<file path="src/hdl/dasa_pkg.sv">
`timescale 1ns / 1ps

package dasa_pkg;

  localparam int MAX_ARCS_DEF = 64;
  localparam int HEAD_IN_W    = 7;
  localparam int HEAD_W       = 8;
  localparam int DEP_W        = 6;
  localparam int SIB_W        = 7;

  typedef struct packed {
    logic                     valid;
    logic signed [HEAD_W-1:0] head;
    logic [DEP_W-1:0]         dep;
  } arc_t;

  typedef struct packed {
    logic insert;
    logic shift;
    logic clear;
  } cell_ctl_t;

  function automatic logic arc_less(arc_t a, arc_t b);
    logic signed [HEAD_W-1:0] da;
    logic signed [HEAD_W-1:0] db;
    da = $signed({{(HEAD_W-DEP_W){1'b0}}, a.dep});
    db = $signed({{(HEAD_W-DEP_W){1'b0}}, b.dep});
    if (a.head != b.head) begin
      return a.head < b.head;
    end
    return da < db;
  endfunction

endpackage

</file>
<file path="src/hdl/dasa_cell.sv">
`timescale 1ns / 1ps

module dasa_cell (
  input  logic                clk,
  input  logic                rst,
  input  dasa_pkg::cell_ctl_t ctl,
  input  dasa_pkg::arc_t      new_arc,
  input  dasa_pkg::arc_t      left_arc,
  input  logic                left_less,
  input  dasa_pkg::arc_t      right_arc,
  output dasa_pkg::arc_t      arc,
  output logic                less
);
  import dasa_pkg::*;

  // new arc sorts ahead of this cell's entry (empty cells act as +inf)
  assign less = !arc.valid || arc_less(new_arc, arc);

  always_ff @(posedge clk) begin
    if (rst) begin
      arc.valid <= 1'b0;
    end else if (ctl.clear) begin
      arc.valid <= 1'b0;
    end else if (ctl.insert) begin
      if (left_less) begin
        arc <= left_arc;
      end else if (less) begin
        arc <= new_arc;
      end
    end else if (ctl.shift) begin
      arc <= right_arc;
    end
  end

endmodule

</file>
<file path="src/hdl/dependency_arcs_to_sibling_arcs.sv">
`timescale 1ns / 1ps

// Collects one dependency tree's arcs, one transaction per cycle when not
// stalled, into a sorted insertion chain of MAX_ARCS cells (each arc lands in
// order as it arrives). The first root arc is held aside and, after the last
// arc, inserted with its head set to the arc count. Triples then leave the
// chain head one per cycle while the output is not stalled. A tree with more
// than MAX_ARCS arcs yields a single transaction with overflow set after its
// last arc. Input is stalled outside the load state: during the root insert,
// while emitting and while sending the overflow transaction.
module dependency_arcs_to_sibling_arcs #(
  parameter int MAX_ARCS = dasa_pkg::MAX_ARCS_DEF
) (
  input  logic                                   clk,
  input  logic                                   rst,
  input  logic                                   in_valid,
  output logic                                   in_stall,
  input  logic signed [dasa_pkg::HEAD_IN_W-1:0]  arc_head,
  input  logic        [dasa_pkg::DEP_W-1:0]      arc_dep,
  input  logic                                   arc_last,
  output logic                                   out_valid,
  input  logic                                   out_stall,
  output logic signed [dasa_pkg::HEAD_W-1:0]     out_head,
  output logic signed [dasa_pkg::SIB_W-1:0]      out_sibling,
  output logic        [dasa_pkg::DEP_W-1:0]      out_dep,
  output logic                                   out_last,
  output logic                                   overflow
);
  import dasa_pkg::*;

  localparam int CNT_W = $clog2(MAX_ARCS + 1);

  typedef enum logic [1:0] {S_LOAD, S_ROOT, S_EMIT, S_OVF} state_t;

  state_t           state;
  logic [CNT_W-1:0] count;
  logic             root_seen;
  logic [DEP_W-1:0] root_dep;
  logic             ovf;
  arc_t             prev;
  logic             prev_valid;

  arc_t      chain [MAX_ARCS];
  logic      less  [MAX_ARCS];
  arc_t      new_arc;
  cell_ctl_t ctl;

  logic accept;
  logic room;
  logic root_now;
  logic slot_free;
  logic load_out;
  logic signed [SIB_W-1:0] sib;

  assign in_stall  = (state != S_LOAD);
  assign accept    = in_valid && !in_stall;
  assign room      = (count != CNT_W'(MAX_ARCS));
  assign root_now  = (arc_head == HEAD_IN_W'(-1)) && !root_seen;
  assign slot_free = !out_valid || !out_stall;
  assign load_out  = slot_free && ((state == S_EMIT) || (state == S_OVF));

  always_comb begin
    new_arc.valid = 1'b1;
    if (state == S_ROOT) begin
      new_arc.head = $signed({{(HEAD_W-CNT_W){1'b0}}, count});
      new_arc.dep  = root_dep;
    end else begin
      new_arc.head = {arc_head[HEAD_IN_W-1], arc_head};
      new_arc.dep  = arc_dep;
    end
    ctl.insert = (state == S_ROOT) || (accept && room && !root_now);
    ctl.shift  = (state == S_EMIT) && slot_free;
    ctl.clear  = (state == S_OVF) && slot_free;
  end

  for (genvar i = 0; i < MAX_ARCS; i++) begin : g_cell
    arc_t left_a;
    logic left_l;
    arc_t right_a;
    if (i == 0) begin : g_first
      assign left_a = '0;
      assign left_l = 1'b0;
    end else begin : g_mid
      assign left_a = chain[i-1];
      assign left_l = less[i-1];
    end
    if (i == MAX_ARCS - 1) begin : g_end
      assign right_a = '0;
    end else begin : g_inner
      assign right_a = chain[i+1];
    end
    dasa_cell u_cell (
      .clk       (clk),
      .rst       (rst),
      .ctl       (ctl),
      .new_arc   (new_arc),
      .left_arc  (left_a),
      .left_less (left_l),
      .right_arc (right_a),
      .arc       (chain[i]),
      .less      (less[i])
    );
  end

  // sibling of the arc at the chain head
  always_comb begin
    logic signed [HEAD_W-1:0] h;
    logic signed [HEAD_W-1:0] d0;
    logic signed [HEAD_W-1:0] dn;
    logic signed [HEAD_W-1:0] dp;
    h   = chain[0].head;
    d0  = $signed({{(HEAD_W-DEP_W){1'b0}}, chain[0].dep});
    dn  = $signed({{(HEAD_W-DEP_W){1'b0}}, chain[1].dep});
    dp  = $signed({{(HEAD_W-DEP_W){1'b0}}, prev.dep});
    sib = SIB_W'(-1);
    if (h > d0) begin
      if (chain[1].valid && chain[1].head == h && !(h < dn)) begin
        sib = $signed({1'b0, chain[1].dep});
      end
    end else begin
      if (prev_valid && prev.head == h && !(h > dp)) begin
        sib = $signed({1'b0, prev.dep});
      end
    end
  end

  always_ff @(posedge clk) begin
    if (rst) begin
      state      <= S_LOAD;
      count      <= '0;
      root_seen  <= 1'b0;
      ovf        <= 1'b0;
      prev_valid <= 1'b0;
      out_valid  <= 1'b0;
    end else begin
      out_valid <= load_out || (out_valid && out_stall);
      case (state)
        S_LOAD: begin
          prev_valid <= 1'b0;
          if (accept) begin
            if (room) begin
              count <= count + 1'b1;
              if (root_now) begin
                root_seen <= 1'b1;
                root_dep  <= arc_dep;
              end
            end else begin
              ovf <= 1'b1;
            end
            if (arc_last) begin
              if (ovf || !room) begin
                state <= S_OVF;
              end else if (root_seen || root_now) begin
                state <= S_ROOT;
              end else begin
                state <= S_EMIT;
              end
            end
          end
        end
        S_ROOT: begin
          state <= S_EMIT;
        end
        S_EMIT: begin
          if (slot_free) begin
            out_head    <= chain[0].head;
            out_sibling <= sib;
            out_dep     <= chain[0].dep;
            out_last    <= !chain[1].valid;
            overflow    <= 1'b0;
            prev        <= chain[0];
            prev_valid  <= 1'b1;
            if (!chain[1].valid) begin
              state     <= S_LOAD;
              count     <= '0;
              root_seen <= 1'b0;
              ovf       <= 1'b0;
            end
          end
        end
        S_OVF: begin
          if (slot_free) begin
            out_head    <= '0;
            out_sibling <= '0;
            out_dep     <= '0;
            out_last    <= 1'b1;
            overflow    <= 1'b1;
            state       <= S_LOAD;
            count       <= '0;
            root_seen   <= 1'b0;
            ovf         <= 1'b0;
          end
        end
        default: begin
          state <= S_LOAD;
        end
      endcase
    end
  end

endmodule
</file>
<file path="config.mk">
export PLATFORM = sky130hd
export DESIGN_NAME = dependency_arcs_to_sibling_arcs
export DESIGN_NICKNAME = d
export VERILOG_FILES = /design/src/hdl/dasa_pkg.sv /design/src/hdl/dasa_cell.sv /design/src/hdl/dependency_arcs_to_sibling_arcs.sv
export SDC_FILE = /design/constraint.sdc
export NUM_CORES = 2
export LEC_CHECK = 0
export BUFFER_PORTS_ARGS = -buffer_cell sky130_fd_sc_hd__buf_2
export CAP_MARGIN = 20
export CORE_AREA = 2 2 441 443
export CTS_CLUSTER_SIZE = 25
export DETAILED_ROUTE_END_ITERATION = 7
export DIE_AREA = 0 0 443 445
export GPL_TIMING_DRIVEN = 0
export PLACE_DENSITY_LB_ADDON = 0.25
export SYNTH_ARGS = -nofsm -noshare
export SYNTH_HDL_FRONTEND = slang
export SYNTH_HIERARCHICAL = 1
export SYNTH_SLANG_ARGS = --single-unit
</file>
<file path="constraint.sdc">
create_clock -name clk -period 64.1 [get_ports clk]
set_input_delay 0 -clock clk [delete_from_list [all_inputs] [get_ports clk]]
set_output_delay 0 -clock clk [all_outputs]
set_load 0.005 [all_outputs]
</file>
======== Word level (Yosys, flattened, before mapping) ========
Cells that the tools add are included.
storage, ports and cells
  flip-flop bits (word level) ............. 1,016
  bits in latches ......................... 0
  RAM bits ................................ 0
  ROM bits ................................ 0
  input bits .............................. 18
  output and inout bits ................... 25
  logic and storage cells ................. 1,268
  memories kept ........................... 0
cells by class
  add/subtract/negate cells ............... 1
  $mul .................................... 0
  divide/modulo/power cells ............... 0
  magnitude comparators ................... 131
  eq/ne operators ......................... 143
  shift-type cells ........................ 0
  mux-type cells .......................... 488
  bitwise logic cells ..................... 2
  reductions and logical operators ........ 297
operators by type and width
  operator              count
  $mux W15              255
  $lt A8 B8 Y1          64
  $ne A8 B8 Y1          64
  $lt A6 B6 Y1          64
  $reduce_and A4 Y1     65
  $mux W1               202
  $ne A3 B1 Y1 const B  63
  $reduce_and A2 Y1     65
  $logic_not A1 Y1      72
  $logic_or A1 B1 Y1    70
  $mux W7               9
  $pmux W7 S3           1
  $eq A8 B8 Y1          2
  $gt A8 B7 Y1          2
  $mux W8               2
  $ne A2 B2 Y1 const B  8
  $pmux W8 S2           1
  $mux W14              1
  $mux W2               7
  $pmux W7 S2           1
  $logic_and A1 B1 Y1   12
  $mux W6               2
  $pmux W6 S2           1
  $reduce_and A6 Y1     2
  other kinds (18)      27

======== Logic depth before layout (Yosys ltp) ========
  depth in word-level cells ............... 9
  mapped depth ............................ 16
  depth with buffers taken out ............ 13

======== Modules after synthesis ========
The synthesis kept the hierarchy.
by module, submodules not included
  module                             instances  cells an instance  area an instance (µm²)  seq. area each (µm²)
  dasa_cell (g_cell[0].u_cell ...)   51         119                1,144.8                 440.4
  dasa_cell (g_cell[56].u_cell ...)  13         117                1,173.6                 440.4
  dependency_arcs_to_sibling_arcs    1          264                2,936.6                 1,551.5

======== Worst setup path before layout ========
No wires, ideal clock.
  path type ............................... flip-flop to flip-flop
  start point ............................. register count[0]
  end point ............................... register g_cell[56].u_cell/arc[0] (netlist bit) (enable)
  setup time .............................. 361 ps
  data arrival time ....................... 24,290 ps
  required time ........................... 63,739 ps
  setup slack ............................. 39,449 ps
  cell stages (with the launch flop) ...... 6
  path buffers ............................ 0
  clock period less this slack ............ 24,651 ps
  cells stage by stage .................... dfxtp_1 inv_1 ha_1 and3_1 o41ai_1 o221a_2
RTL lines
  what                    RTL line                                text
  from (decl)             dependency_arcs_to_sibling_arcs.sv:36   logic [CNT_W-1:0] count;
  from (signal assigned)  dependency_arcs_to_sibling_arcs.sv:142  count <= count + 1'b1;
  to (signal assigned)    dasa_cell.sv:26                         arc <= left_arc;
  to (signal assigned)    dasa_cell.sv:28                         arc <= new_arc;
  to (signal assigned)    dasa_cell.sv:31                         arc <= right_arc;
  to (decl)               dasa_cell.sv:11                         output dasa_pkg::arc_t arc,

==> results.ini <==
[status]
status = finished clean

[timing]
rsz0062_at_grt = no
worst_pin_slew_ps = 1020
setup_ws_ps = 57840
fin_crit_sh_pct = 9.77
hold_viol_final = 0
fin_skew_ps = 46.1
drv_slew = 0
min_period_ps = 6260
slew_headroom_pct = 31.3
max_freq_ghz = 0.160
setup_tns_ps = 0
finalSetupViolCount = 0

[worst_setup_path]
r2r-end = g_cell[27].u_cell/arc[7]
path_buf_inv = 5
cpPeakStageDelay_ps = 800
path_class = reg2reg
cp_slowest_cell = nor4_4
ff2ff_setup_slack_ps = 57840
worstPathRequired_ps = 64500
r2r_start = state[0]
end_kind = register
crit_arrival_ps = 6660
cp_top_family = simple AND/OR/NAND/NOR gates
reg2reg_depth = 15
path_cells = or2b_1 > clkbuf_1 > buf_1 > and2_4 > buf_16 > buf_12 > ha_1 > nand4_1 > o41ai_1 > o211ai_1 > nand2_1 > buf_2 > nor2b_1 > and3_1 > nor4_4
cp_max_fo = 36
startpoint_type = register

[power]
ir_drop_v = 0.0000220
cellPowerDensity_nw_per_um2 = 24.7
power_leakage_uw = 0.0414
finalPower_uw = 2140

[placed_design]
io_buffers = 42
placed_cell_area_um2 = 82200
dpl_worst_slack_ps = 57920
dpl.hpwl_um = 160000
gp_congestion = 0.835

[grt]
grt_pass1_vias = 61547
grt_use_met1_pct = 29.7
grt_max_degree = 129
grt.busiest_layer = met2
gr-usage-met3_pct = 2.29
grt_usage_pct = 21.5
grt_pass1_wl_um = 343000
met2_usage_pct = 35.4
antenna_found_initial = 0
grt_remaining_overflow = 0

[yosys]
yosys-top-cells-count = nor2_1, a21oi_1, mux2i_1
ys_types = 58
synth_ff_type = edfxtp_1
yosys_warnings = 6
synth_area_um2 = 76600
synthTopCellsByArea = edfxtp_1, ha_1, mux2i_1
synth_most_common_cell = nor2_1
synth-seq-area-share_pct = 38.8
synth_edf_count = 939
ys_async_sr_fraction_pct = 0
netlist_instances = 7854
synth_top_area_share_pct = 36.8
yosys.area.top_type = edfxtp_1
syn_area_per_cell_um2 = 9.75
ys_ff_latch = 1016

[route]
firstDrtPassIters = 6
via_count = 60753
drt_iter0_drc = 4258
post_drt_wl_per_cell_um = 20.0
drc = 0
ant_nets = 0
routed_wl_um = 217000
viasPerCell = 5.60

[min_path]
hold_depth = 4
hold_end = ovf
hold_class = in2reg
min-delay-start = in_valid

[cts]
htreeDepth = 3
clockBufferDepth = 3
insertion_delay_ps = 780
cts_made_buffers = 118
path_clk_slew_ps = 70
cts_tree = built
cts_sinks = 1016
clk_root_buffer_cell = clkbuf_16
post_cts_buffers = 0

[cells_and_area]
stdcell_area_um2 = 86400
final_util_pct = 45.0
n_fill_cell = 18166
area_growth_pct = 12.8
drive_gt1_share_pct = 8.04
antennaDiodeCount = 0
layout.nets = 9091

[floorplanning]
row_count = 161
dieArea_um2 = 197000
fp.dieW_um = 443
ios = 43
initial_core_util_pct = 39.9
core_area_um2 = 192000
die_h_um = 445

[job]
maxCapViolCount = 0

==> registers in the layout (all words and copies together) (netlist names), 2 cells and up <==
signal,flops
prev,14
state,2
count,7
g_cell.u_cell/arc,960
out_sibling,7
root_dep,6
out_dep,6
out_head,8
==> kinds of logic (layout without fill, tap and decap cells) <==
| group | Yosys count | after routing | synth area share [%] |
|---|---|---|---|
| other cells | 2 | 95 | 0.00981 |
| mux | 984 | 984 | 12.9 |
| xor+xnor | 21 | 21 | 0.240 |
| fa+ha+maj | 851 | 851 | 13.9 |
| buf+inv | 1261 | 1639 | 6.40 |
| compound gates | 1759 | 1759 | 15.3 |
| simple gates | 1960 | 1960 | 12.5 |
| flops | 1016 | 1016 | 38.8 |
==> per-stage QoR <==
stage,hold slack (ps),instances
2_1_floorplan,76.8,7947
3_3_place_gp,218,10515
3_5_place_dp,234,10609
4_1_cts,15.0,10851
5_1_grt,79.6,10851
6_report,83.2,10851
==> tightest hold or removal path, stage by stage <==
cell and delay, ps:
dlygate4sd3_1 520, buf_2 140, a31oi_1 80, nor2_1 70
==> worst max path at each step <==
stage | depth (start not counted) | to | from | slack (ps)
2_1_floorplan | 5 | g_cell[56].u_cell/arc[0] | count[0] | 39450
3_3_place_gp | 5 | g_cell[63].u_cell/arc[10] | count[0] | 18730
3_5_place_dp | 15 | g_cell[27].u_cell/arc[10] | state[1] | 57920
4_1_cts | 15 | g_cell[27].u_cell/arc[7] | state[1] | 57880
5_1_grt | 15 | g_cell[54].u_cell/arc[1] | state[0] | 57450
6_report | 15 | g_cell[27].u_cell/arc[7] | state[0] | 57840
==> routing by layer <==
layer  vias to the layer above  wire (um)
met3                       370      11100
met2                      1602     100000
li1                      29268          -
met5                         -          0
met4                         0       5450
met1                     29513     101000
==> cells in the final DEF, fill, tap and decap left out, types with 14 or more instances in the layout <==
| cell | count |
|---|---|
| a211oi_1 | 54 |
| clkbuf_8 | 14 |
| nor3_1 | 67 |
| nor2_1 | 1048 |
| inv_1 | 933 |
| dlygate4sd3_1 | 19 |
| dfxtp_1 | 77 |
| a21o_1 | 166 |
| nand3_1 | 56 |
| nand4_1 | 148 |
| conb_1 | 95 |
| o41ai_1 | 51 |
| o41ai_2 | 14 |
| a21oi_1 | 998 |
| nor2b_1 | 167 |
| a2111oi_2 | 51 |
| clkbuf_16 | 120 |
| o211ai_1 | 65 |
| ha_1 | 851 |
| nand2b_1 | 130 |
| buf_12 | 21 |
| nor4_2 | 16 |
| buf_2 | 171 |
| o21a_1 | 65 |
| a31oi_1 | 105 |
| edfxtp_1 | 939 |
| buf_1 | 52 |
| nand2_1 | 176 |
| buf_16 | 18 |
| a2111oi_0 | 52 |
| o32ai_1 | 51 |
| clkbuf_1 | 172 |
| mux2i_1 | 960 |
| clkinv_2 | 20 |
| o221a_2 | 14 |
| and3_1 | 55 |
| buf_4 | 45 |
| nor4_4 | 35 |
==> final cells by class <==
| class | count | area, um2 | share of cell area (%) |
|---|---|---|---|
| buffer | 327 | 1400 | 1.62 |
| clock buffer | 161 | 3300 | 3.82 |
| inverter | 934 | 3510 | 4.06 |
| timing repair buffer | 155 | 1770 | 2.05 |
| clock inverter | 62 | 719 | 0.833 |
| multi-input combinational | 5670 | 42800 | 49.6 |
| tap | 2526 | 3160 | 3.66 |
| sequential | 1016 | 29700 | 34.4 |
==> timing repair <==
action,CTS,global route
gates resized for setup,0,0
endpoints found under the hold margin,104,0
hold buffers,19,0
==> report_power, final <==
| part | internal, uW | switching, uW | leakage [uW] | total (uW) |
|---|---|---|---|---|
| sequential | 813 | 68.2 | 0.00929 | 881 |
| clock | 412 | 292 | 0.00196 | 704 |
| combinational | 226 | 326 | 0.0302 | 553 |
(Power assumes the default switching activity.)
